File: src/hw/rtl/mim_pkg.sv
package mim_pkg;

    localparam int unsigned PixW     = 8;
    localparam int unsigned SqW      = 18;
    localparam int unsigned CntW     = 23;
    localparam int unsigned SumW     = 48;
    localparam int unsigned DvdW     = SumW;
    localparam int unsigned DvsW     = 23;
    localparam int unsigned RootW    = 34;
    localparam int unsigned MeanW    = 32;
    localparam int unsigned MaxFramePixels = 4194304;
    localparam logic [CntW-1:0] CountCap =
        (MaxFramePixels < 32'h7F_FFFF) ? CntW'(MaxFramePixels) : {CntW{1'b1}};

    // The plain colour term s * 2^16 / 3 is split as s * 21845 + s / 3, and s / 3 is
    // taken by a rounded-up reciprocal that is exact for every sum below 2^19.
    localparam logic [31:0] PlainMul   = 32'((64'd1 << 16) / 64'd3);
    localparam int unsigned ThirdShift = 20;
    localparam logic [36:0] ThirdRecip = 37'((64'd1 << ThirdShift) / 64'd3 + 64'd1);

    // The rooted term needs s * 2^32 / 195075. With 2^32 = RootMul * 195075 + RootRem
    // this is s * RootMul plus (s * RootRem) / 195075, and the second quotient is taken
    // by a rounded-up reciprocal that is exact for every dividend below 2^28.
    localparam logic [63:0] RootDen    = 64'd195075;
    localparam logic [32:0] RootMul    = 33'((64'd1 << 32) / RootDen);
    localparam logic [27:0] RootRem    = 28'((64'd1 << 32) % RootDen);
    localparam int unsigned RootShift  = 46;
    localparam logic [56:0] RootRecip  = 57'((64'd1 << RootShift) / RootDen + 64'd1);

    typedef enum logic [1:0] {
        REG_GRAY   = 2'd0,
        REG_ROOTED = 2'd1,
        REG_MASK   = 2'd2
    } reg_index_t;

    typedef enum logic [2:0] {
        ST_IDLE,
        ST_EVAL,
        ST_QUOT,
        ST_SQRT,
        ST_ACC,
        ST_FIN,
        ST_DIV_MEAN,
        ST_OUT
    } state_t;

    typedef struct packed {
        logic    load;
        logic    div_start;
        logic    sqrt_start;
        logic    acc;
        logic    out_load;
    } cmd_t;

    typedef struct packed {
        logic skip;
        logic last;
        logic gray;
        logic rooted;
        logic div_busy;
        logic sqrt_busy;
        logic count_zero;
        logic out_free;
    } sts_t;

endpackage

File: src/hw/rtl/mim_ctrl.sv
module mim_ctrl (
    input  logic            aclk,
    input  logic            aresetn,
    input  logic            in_valid,
    output logic            in_ready,
    input  mim_pkg::sts_t   sts,
    output mim_pkg::cmd_t   cmd
);

    mim_pkg::state_t state_reg, state_next;

    always_comb begin
        state_next = state_reg;
        unique case (state_reg)
            mim_pkg::ST_IDLE:     if (in_valid) state_next = mim_pkg::ST_EVAL;
            mim_pkg::ST_EVAL: begin
                if (sts.skip || sts.gray || !sts.rooted) state_next = mim_pkg::ST_ACC;
                else                                     state_next = mim_pkg::ST_QUOT;
            end
            mim_pkg::ST_QUOT:     state_next = mim_pkg::ST_SQRT;
            mim_pkg::ST_SQRT: begin
                if (!sts.sqrt_busy) state_next = mim_pkg::ST_ACC;
            end
            mim_pkg::ST_ACC:      state_next = sts.last ? mim_pkg::ST_FIN : mim_pkg::ST_IDLE;
            mim_pkg::ST_FIN: begin
                state_next = sts.count_zero ? mim_pkg::ST_OUT : mim_pkg::ST_DIV_MEAN;
            end
            mim_pkg::ST_DIV_MEAN: if (!sts.div_busy) state_next = mim_pkg::ST_OUT;
            mim_pkg::ST_OUT:      if (sts.out_free) state_next = mim_pkg::ST_IDLE;
            default:              state_next = mim_pkg::ST_IDLE;
        endcase
    end

    always_comb begin
        cmd        = '0;
        in_ready   = 1'b0;
        unique case (state_reg)
            mim_pkg::ST_IDLE: begin
                in_ready = 1'b1;
                cmd.load = in_valid;
            end
            mim_pkg::ST_QUOT:     cmd.sqrt_start = 1'b1;
            mim_pkg::ST_ACC:      cmd.acc = 1'b1;
            mim_pkg::ST_FIN:      cmd.div_start = !sts.count_zero;
            mim_pkg::ST_OUT:      cmd.out_load = sts.out_free;
            default: ;
        endcase
    end

    always_ff @(posedge aclk) begin
        if (!aresetn) begin
            state_reg <= mim_pkg::ST_IDLE;
        end else begin
            state_reg <= state_next;
        end
    end

endmodule

File: config.mk
export PLATFORM = sky130hd
export DESIGN_NAME = mim_ctrl
export DESIGN_NICKNAME = d
export VERILOG_FILES = /design/src/hw/rtl/mim_pkg.sv /design/src/hw/rtl/mim_ctrl.sv
export SDC_FILE = /design/constraint.sdc
export NUM_CORES = 1
export LEC_CHECK = 0
export BUFFER_PORTS_ARGS = -buffer_cell sky130_fd_sc_hd__buf_4
export CORE_AREA = 2 2 39 41
export DETAILED_ROUTE_END_ITERATION = 7
export DIE_AREA = 0 0 41 43
export PLACE_DENSITY = 0.54
export SETUP_SLACK_MARGIN = 0.4
export SYNTH_ARGS = -nofsm -noshare
export SYNTH_HDL_FRONTEND = slang
export SYNTH_SLANG_ARGS = --single-unit
File: constraint.sdc
create_clock -name aclk -period 2.8 [get_ports aclk]
set_input_delay 0 -clock aclk [delete_from_list [all_inputs] [get_ports aclk]]
set_output_delay 0 -clock aclk [all_outputs]
set_load 0.1 [all_outputs]
== After elaboration in Yosys (flattened, before gate mapping) ==
Cells that the tools add are included.
Widths: inputs -> output; s select.

* Flip-flop bits (word level): 3
* Bits of input ports: 11
* Output and inout port bits: 6

* Equal/unequal tests: 11
* Mux-type cells: 14
* Reductions and logical operators: 6

{| class="wikitable"
|+ Operators by type and width
! cell !! number
|-
| $pmux 3 s8 || 1
|-
| $mux 3 || 6
|-
| $eq 3x3->1 const B || 4
|-
| $ne 2x2->1 const B || 4
|-
| $mux 1 || 7
|-
| $eq 3x2->1 const B || 2
|-
| $reduce_and 4->1 || 1
|-
| $eq 3x1->1 const B || 1
|-
| $logic_not 3->1 || 1
|-
| $logic_not 1->1 || 2
|-
| $logic_or 1x1->1 || 2
|}

== Logic depth before layout (Yosys ltp) ==
Gate-level depths: netlist of the first run.

* Depth after elaboration: 4
* Mapped depth: 5
* Gate-level depth less buffers: 4

== Worst setup path before layout of the first run ==
OpenSTA, ideal clock, no wires.

* Path kind: reg-to-reg
* Start point: register state_reg[0]
* End point: register state_reg[0]
* Arrival time: 3.163 ns
* Setup slack: -0.480 ns
* Stages on the path, launching flop included: 5
* Path through: dfxtp_1 buf_2 nor3b_1 nor2b_1 and4bb_1

* Longest elaborated chain between the ends: 3

{| class="wikitable"
|+ Ends and longest elaborated chain
! what !! line !! source
|-
| start: declaration || mim_ctrl.sv:10 || <nowiki>mim_pkg::state_t state_reg, state_next;</nowiki>
|-
| start signal: assignment || mim_ctrl.sv:52 || <nowiki>state_reg <= mim_pkg::ST_IDLE;</nowiki>
|-
| start signal: assignment || mim_ctrl.sv:54 || <nowiki>state_reg <= state_next;</nowiki>
|-
| $eq 3x3->1, or another cell as far along || mim_ctrl.sv:14 || <nowiki>unique case (state_reg)</nowiki>
|-
| $ne 2x2->1 (no source line) || -- ||
|-
| $reduce_and 4->1 (no source line) || -- ||
|}

Parallel ways exist; a longest one is shown, timed or not.
A chain may end at the register's enable or synchronous reset.

==> results of run 1 <==
[worst min-delay path: stages]
cell and delay (ns):
buf_4 0.12, o21ai_0 0.07, a31oi_1 0.04
[Yosys cell counts, drive strengths merged]
cell type,instances,area [µm²]
o211ai,3,22.52
mux2i,1,10.01
o21ai,3,18.77
or3,1,11.26
nor3,2,10.01
nand4b,1,8.760
nor3b,3,22.52
inv,1,3.750
and3,1,6.260
dfxtp,3,60.06
and4bb,1,12.51
nand2b,1,6.260
nor2,2,7.510
a31oi,2,12.51
and3b,1,8.760
and4,1,8.760
buf,3,15.01
and2,1,6.260
nand2,3,11.26
nor2b,2,12.51
a21oi,2,10.01
[report_power, final]
group	switching, mW	internal, mW	total (mW)
clock	0.0263	0.0537	0.0800
combinational	0.112	0.0510	0.163
sequential	0.0200	0.0496	0.0696
total	0.158	0.154	0.312
[cell families after synthesis]
group / after synthesis / share of synthesized area (%)
mux: 1 / 3.509
buf+inv: 4 / 6.576
flops: 3 / 21.05
simple gates: 20 / 46.50
compound gates: 10 / 22.37
[metrics by stage]
stage	util [%]	setup WS (ns)	hold WS (ns)	cell area, µm²	total power, mW
2_1_floorplan	-	0.5707	0.1383	290.3	0.1979
3_3_place_gp	30.02	1.466	0.2906	415.4	0.2330
3_5_place_dp	30.02	1.438	0.2895	415.4	0.2335
4_1_cts	31.92	1.209	0.03257	441.7	0.3166
5_1_grt	31.92	1.125	0.05693	441.7	0.3302
6_report	31.92	1.213	0.03907	441.7	0.3121
[per-layer routing]
layer | track usage [%] | part of all wire, % | wire length, µm
met3 | 1.571 | 9.5 | 71
met2 | 13.13 | 41 | 309
met4 | 10.00 | 3.2 | 24
met5 | 0 | 0 | 0
met1 | 12.78 | 46 | 344
[layout make-up]
| type | instances | share of cell area (%) |
|---|---|---|
| clock buffer | 4 | 5.949 |
| tap | 16 | 4.533 |
| sequential | 3 | 13.60 |
| timing repair buffer | 16 | 27.20 |
| inverter | 1 | 0.8499 |
| multi-input combinational | 31 | 47.88 |
[path summary, 6_finish.rpt]
check	startpoint	to	cells past startpoint
min reg2reg	state_reg[2]$_SDFFE_PN0P_	state_reg[2]$_SDFFE_PN0P_	2
max reg2reg	state_reg[2]$_SDFFE_PN0P_	state_reg[2]$_SDFFE_PN0P_	4
max	state_reg[2]$_SDFFE_PN0P_	cmd[4]	4
min	aresetn	state_reg[1]$_SDFFE_PN0P_	3
==> run metrics, run 1 <==
GRT Util Overall=between 10% and 20%; Placer Congestion=0.7243; actual slew at the worst max-slew pin=around 0.43 ns; mapped cell area=285.3 µm²; critical path buffer and inverter count=2; Sequential Area=60.06 µm²; maxcap violations=0; Antenna diodes=0; DR vias/cell=between 4 and 5; most common cell after layout, fill and taps aside=buf_4; clk_lat worst skew=0.24 ns; drt first pass iters=4; Max stage delay on crit path=roughly 0.46 ns; Worst-path clk slew=~0.04 ns; Initial Util=20.61%; Remaining Overflow, GRT=0; period utilization=about 57%; r2r setup slk=1.43 ns; Critical Path RT=between 2 and 3 ns; Antenna Nets Post-Route=0; Detailed Route Iter0 Violations=4; layout net count=between 60 and 70; worst vdd ir=230.4 µV; Die ar.=0.001763 mm²; via count=339; Startpoint Class=register; post-CTS sizing=0; pin count of the biggest net entering global routing=16; cts hold-fix bufs=0; Avg WL per Cell=10.55 µm; clock period minus final worst setup slack=1.587 ns; HP Class=input port to register; FP Rows=14; Num CTS Buffers=3; Pins Over Slew Limit=0; CP Class=register to output pin; Multi-input gate area=211.5 µm²; die height=43 µm; initial antenna violation count=0; setup violators final=0; Crit. End Element=output pin; endpoints failing hold=0; Mapped Cells=38; layout cell share with drive strength beyond 1=41.82%; Max Buffers Root-to-Sink=2; flops & latches, synth=3; Die X-Extent=41 µm; global-route wire length before repair=1145 µm; setup bufs post-CTS=0; CTS tree=built; P per Cell Area=706.7 mW/mm²; CTS root buf=clkbuf_4; most frequent cells in the layout=buf_4 (16), nand2_1 (3), o211ai_1 (3), clkbuf_4 (3), dfxtp_1 (3); slowest CP cell=or3_4; crit-path leading delay family=simple AND/OR/NAND/NOR gates; post-DP HPWL=544.1 µm; final std cells w/o fill=71; outcome=complete, no violations; Leak Pwr=0.1959 nW; Synth cell types=22; PortBufs=16; cell count after placement=67; Slew Limit Headroom=71.62%; skew final=around 0.0069 ns; Fillers=160; critical path cell sequence=or3_4, inv_2, and2_1, buf_4; Yosys warning total=0; Peak Freq=630.2 MHz; area of the core=~0.0014 mm²; CP max FO=15; Syn Nets=between 40 and 50; H-Tree Depth=1; Sum Neg Setup Slack=0 ns; vias in the first global route=between 200 and 300; synthesized area per cell=7.507 µm²; number of flip-flops in the largest register=3; CP Data Arrival Time=1.59 ns; RSZ-0062 raised after global routing=false; # IOs=17; sequential fraction of the synthesis area=21.05%; routed wire length=749 µm; Layout area overhead=54.82%; DRC Markers=0; Num Clock Sinks=3
No activity file was read; power rests on OpenSTA's default activity.
==> run 2: changes to the inputs <==
--- a/config.mk
+++ b/config.mk
@@ -9,7 +9,7 @@
 export CORE_AREA = 2 2 39 41
 export DETAILED_ROUTE_END_ITERATION = 7
 export DIE_AREA = 0 0 41 43
-export PLACE_DENSITY = 0.54
+export PLACE_DENSITY = 0.56
 export SETUP_SLACK_MARGIN = 0.4
 export SYNTH_ARGS = -nofsm -noshare
 export SYNTH_HDL_FRONTEND = slang
==> constraint.sdc (replaced) <==
create_clock -name aclk -period 1.3 [get_ports aclk]
set_input_delay 0 -clock aclk [delete_from_list [all_inputs] [get_ports aclk]]
set_output_delay 0 -clock aclk [all_outputs]
set_load 0.1 [all_outputs]
==> run 2 against run 1 <==
Sequential power up 81%. Clock power is 110% higher. Global-route usage is 2.8 points higher. Count of clock-buffer cells in the layout is the same. Critical endpoint unchanged. Largest cell class is now non-clock buffers. The flow now finishes with violations (negative setup slack). Register-to-register slack lost 1.4 ns. Worst setup slack got worse by 1.3 ns. Sequential share of layout area is 4.2 points lower.
==> run metrics, run 2 (synthesis results as in run 1) <==
slowest CP cell=or3_4; endpoints failing hold=0; FP Rows=14; Sum Neg Setup Slack=-0.08489 ns; P per Cell Area=roughly 1400 mW/mm²; Initial Util=between 20% and 30%; GRT Util Overall=between 10% and 20%; clock period minus final worst setup slack=1.363 ns; period utilization=104.9%; CTS tree=built; Slew Limit Headroom=85.10%; Leak Pwr=0.2928 nW; Hold WS=~0.050 ns; post-route design area=703.2 µm²; Avg WL per Cell=12.67 µm; Startpoint Class=register; Critical Path RT=1.30 ns; Remaining Overflow, GRT=0; setup violators final=2; Crit. End Element=output pin; global-route wire length before repair=~1600 µm; Num CTS Buffers=3; Placed Area=491.7 µm²; number of flip-flops in the largest register=3; slack of the critical path=-0.06317 ns; cell count after placement=72; CP Class=register to output pin; H-Tree Depth=1; Antenna Nets Post-Route=0; most frequent cells in the layout=buf_4 (18), buf_12 (7), nand2_1 (3), o211ai_1 (3), clkbuf_4 (3); area of the core=0.001384 mm²; PortBufs=16; switch share=between 40% and 50%; crit-path leading delay family=simple AND/OR/NAND/NOR gates; critical path cell sequence=or3_4, inv_12, and2_4, buf_12; DR vias/cell=4.695; WL met2=549 µm; via count=385; failing checks=negative setup slack; M1 WL=442 µm; Detailed Route Iter0 Violations=4; pin count of the biggest net entering global routing=15; initial antenna violation count=0; Layout area overhead=146.5%; Max stage delay on crit path=0.43 ns; maxcap violations=0; Die X-Extent=between 40 and 50 µm; routed wire length=1039 µm; Antenna diodes=0; Max Buffers Root-to-Sink=2; Pins Over Slew Limit=0; actual slew at the worst max-slew pin=between 0.2 and 0.25 ns; P_sw=429.2 µW; CP Data Arrival Time=between 1 and 1.5 ns; vias in the first global route=388; outcome=finished with violations; layout cell share with drive strength beyond 1=71.21%; clk_lat worst skew=0.23 ns; Die ar.=0.001763 mm²; Num Clock Sinks=3; DR top layer=met3; final std cells w/o fill=82; DRC Markers=0; sequential share of power=13.0%; CTS root buf=clkbuf_4; Met3 Wirelength=47 µm; HP Class=input port to register; CP max FO=3; Int Pwr=537.6 µW; most common cell after layout, fill and taps aside=buf_4; worst vdd ir=641.3 µV; Placer Congestion=0.7539; RSZ-0062 raised after global routing=true; Worst-path clk slew=0.04 ns; critical path buffer and inverter count=2; Power Total=slightly below 1 mW; skew final=around 0.003 ns; # IOs=17; post-DP HPWL=about 660 µm; drt first pass iters=4; Comb pwr share=69.7%; Clk pwr share=17.3%; layout net count=78; Peak Freq=between 700 and 800 MHz; die height=43 µm
run 2: layout make-up:
class | instances | area (µm²)
Inverter | 1 | 16.27
Fill cell | 136 | 680.7
Tap cell | 16 | 20.02
Sequential cell | 3 | 66.31
Timing Repair Buffer | 27 | 301.5
Clock buffer | 4 | 26.28
Multi-Input combinational cell | 31 | 272.8
run 2: through the flow:
step / utilization, % / worst slack [ns]
final: 50.81 / -0.06317
after global routing: 50.81 / -0.09431
after CTS: 49.37 / -0.05903
after detailed placement: 35.53 / 0.02487
after global placement: 35.53 / 0.05766
after floorplan: - / -0.4575
run 2: final timing paths:
path,startpoint,end,slack [ns],cells past startpoint
worst max-delay path,state_reg[0]$_SDFFE_PN0P_,cmd[4],-0.06,4
worst min-delay path,aresetn,state_reg[2]$_SDFFE_PN0P_,0.05,3
worst max register to register,state_reg[0]$_SDFFE_PN0P_,state_reg[2]$_SDFFE_PN0P_,0.03,4
worst min register to register,state_reg[2]$_SDFFE_PN0P_,state_reg[2]$_SDFFE_PN0P_,0.66,3
run 2: power groups by stage:
stage	combinational [mW]	sequential [mW]	clock, mW
2_1_floorplan	0.369	0.124	0
3_3_place_gp	0.467	0.127	0
3_5_place_dp	0.467	0.128	0
4_1_cts	0.650	0.129	0.172
5_1_grt	0.701	0.128	0.181
6_report	0.674	0.126	0.167
run 2: layer usage:
layer | global-route usage [%] | vias to the layer above
li1 | - | 196
met1 | 14.92 | 180
met2 | 23.44 | 9
met3 | 3.141 | 0
met4 | 0 | 0
met5 | 0 | -
run 2: timing repair:
item                       in CTS  in global routing
gates resized for setup        29                  3
pin swaps                       3                  1
setup endpoints to repair       9                  9
hold buffers                    0                  0
buffers inserted                5                  1
run 2: worst min-delay path, stage by stage:
cell and delay [ns]:
buf_4 0.12, nand2_1 0.06, mux2i_1 0.06
==> run 3: changes to the inputs <==
--- a/config.mk
+++ b/config.mk
@@ -5,11 +5,13 @@
 export SDC_FILE = /design/constraint.sdc
 export NUM_CORES = 1
 export LEC_CHECK = 0
+export ABC_AREA = 1
 export BUFFER_PORTS_ARGS = -buffer_cell sky130_fd_sc_hd__buf_4
 export CORE_AREA = 2 2 39 41
 export DETAILED_ROUTE_END_ITERATION = 7
 export DIE_AREA = 0 0 41 43
-export PLACE_DENSITY = 0.56
+export PLACE_DENSITY = 0.6
+export RECOVER_POWER = 50
 export SETUP_SLACK_MARGIN = 0.4
 export SYNTH_ARGS = -nofsm -noshare
 export SYNTH_HDL_FRONTEND = slang
==> run 3 against run 2 <==
The flow now finishes without violations. Clock power is 2% lower. Global-route usage is 0.24 points higher. Synthesized cell count is 47% higher. Non-clock buffer count is 1 lower. Fmax is 17% higher. Combinational power grew to 2.7 times the previous value. Register-to-register slack better by 0.10 ns. First-iteration DRC count is 75% lower.
==> run metrics, run 3 <==
Num CTS Buffers=3; r2r setup slk=0.13 ns; Remaining Overflow, GRT=0; Num Clock Sinks=3; top-area cell type share of the netlist area=approximately 18%; drt first pass iters=4; CP Data Arrival Time=1.29 ns; Antenna Nets Post-Route=0; slowest CP cell=dfxtp_4; Peak Freq=857.1 MHz; # IOs=17; Leak Pwr=approximately 0.34 nW; Fillers=137; CP max FO=5; Antenna diodes=0; Max Buffers Root-to-Sink=2; DRC Markers=0; Power Total=about 2.2 mW; Die X-Extent=41 µm; Worst-path clk slew=0.04 ns; DR vias/cell=between 4 and 5; Sum Neg Setup Slack=0 ns; post-layout util=between 50% and 60%; setup violators final=0; Hold EP=state_reg[1]$_SDFFE_PN0P_; number of flip-flops in the largest register=3; outcome=complete, no violations; Crit. End Element=register; maxcap violations=0; Slew Limit Headroom=86.61%; Critical Path RT=1.42 ns; via count=458; most frequent cells in the layout=buf_4 (15), nor2_1 (7), nor2_4 (6), buf_12 (6); clk_lat worst skew=between 0.2 and 0.25 ns; crit-path leading delay family=simple AND/OR/NAND/NOR gates; flops & latches, synth=3; final std cells w/o fill=100; endpoints failing hold=0; initial antenna violation count=0; Max stage delay on crit path=0.39 ns; FF-to-FF End=state_reg[0]$_SDFFE_PN0P_; R2R cell count=8; global-route wire length before repair=~1600 µm; most common cell after layout, fill and taps aside=buf_4; cts hold-fix bufs=0; Syn Nets=67; Synth cell types=18; cell count after placement=87; Detailed Route Iter0 Violations=1; dominant cell type by area after synthesis=dfxtp_1; Top cell by count, worst path=nand2_2; vias in the first global route=between 400 and 500; Initial Util=24.23%; Placer Congestion=between 0.7 and 0.8; period utilization=89.75%; main flop type after synthesis=dfxtp_1; Worst Hold Depth=3; sequential fraction of the synthesis area=17.91%; ranking of synthesized cells by area=dfxtp_1 (18%), nor2_1 (12%), inv_1 (9.0%), nand2_1 (9.0%), nand2_2 (7.5%); Yosys warning total=0; PortBufs=16; skew final=roughly 0.0016 ns; critical path buffer and inverter count=2; Avg WL per Cell=10.58 µm; H-Tree Depth=1; layout cell share with drive strength beyond 1=67.86%; routed wire length=approximately 1100 µm; pin count of the biggest net entering global routing=9; count leader, synth=nor2_1; area of the core=approximately 0.0014 mm²; layout net count=96; Mapped Cells=56; FP Rows=14; Startpoint Class=register; mapped cell area=335.3 µm²; P per Cell Area=2938 mW/mm²; clock period minus final worst setup slack=roughly 1.2 ns; HP Class=input port to register; synth cell count leaders=nor2_1 (11), inv_1 (8), nand2_1 (8); synthesized area per cell=5.988 µm²; actual slew at the worst max-slew pin=0.2013 ns; CP Class=register to register; worst vdd ir=2458 µV; RSZ-0062 raised after global routing=true; GRT Util Overall=13.04%; die height=between 40 and 50 µm; Die ar.=0.001763 mm²; EDFF count, synth=0; CTS root buf=clkbuf_4; Post-synth ARST share=0%; Pins Over Slew Limit=0; post-DP HPWL=just over 700 µm; worst flop-to-flop path startpoint=state_reg[0]$_SDFFE_PN0P_; min-delay src=aresetn; Layout area overhead=125.7%; critical path cell sequence=buf_12, inv_2, nand4_1, nand2_2, nor2_4, nand2_2, nor2_2, nor2_1; CTS tree=built
-- run 3: final cells by class --
cell class	instances	area (µm²)	area share, %
Timing Repair Buffer	26	289.0	38.18
Inverter	10	47.55	6.281
Clock buffer	4	26.28	3.471
Sequential cell	3	68.82	9.091
Multi-Input combinational cell	41	305.3	40.33
Tap cell	16	20.02	2.645
-- run 3: timing repair --
| item | in CTS | in global routing |
|---|---|---|
| gates resized for setup | 30 | 4 |
| pin swaps | 10 | 4 |
| setup endpoints to repair | 9 | 9 |
| buffers inserted | 8 | 1 |
-- run 3: cell families after synthesis --
family / after synthesis / synth area share, %
buffers and inverters: 12 / 16.04
AND/OR/NAND/NOR: 34 / 52.24
flip-flops: 3 / 17.91
AO/OA/AOI/OAI: 7 / 13.80
-- run 3: worst max-delay path by stage --
stage | startpoint | to | cells after the start
final | state_reg[0]$_SDFFE_PN0P_ | state_reg[0]$_SDFFE_PN0P_ | 8
after global routing | state_reg[0]$_SDFFE_PN0P_ | state_reg[0]$_SDFFE_PN0P_ | 8
after CTS | state_reg[0]$_SDFFE_PN0P_ | cmd[0] | 4
after detailed placement | state_reg[0]$_SDFFE_PN0P_ | state_reg[0]$_SDFFE_PN0P_ | 7
after global placement | state_reg[0]$_SDFFE_PN0P_ | state_reg[2]$_SDFFE_PN0P_ | 7
after floorplan | state_reg[0]$_SDFFE_PN0P_ | cmd[0] | 3
-- run 3: worst reg2reg max path: stages (launching register included) --
cell,delay [ns]
dfxtp_4,0.39
buf_12,0.12
inv_2,0.03
nand4_1,0.08
nand2_2,0.09
nor2_4,0.15
nand2_2,0.07
nor2_2,0.09
nor2_1,0.05
-- run 3: where the power goes --
group	total, mW	switching, mW	internal [mW]
logic	1.81	1.10	0.720
clock network	0.163	0.0478	0.115
registers	0.246	0.0901	0.156
-- run 3: metal layers --
layer  up-vias  global-route usage (%)  part of all wire (%)
li1        237                       -                     -
met1       199                   13.46                    35
met2        20                   22.19                    55
met3         2                   3.665                   7.1
met4         0                   6.667                   2.2
met5         -                       0                     0
-- run 3: stage by stage --
step	instance area [µm²]	setup WS, ns	hold slack (ns)
2_1_floorplan	399.1	0.02079	0.09596
3_3_place_gp	528.0	0.1680	0.2524
3_5_place_dp	528.0	0.1298	0.2511
4_1_cts	743.2	0.1310	0.007048
5_1_grt	757.0	0.07029	0.007059
6_report	757.0	0.1333	0.01157
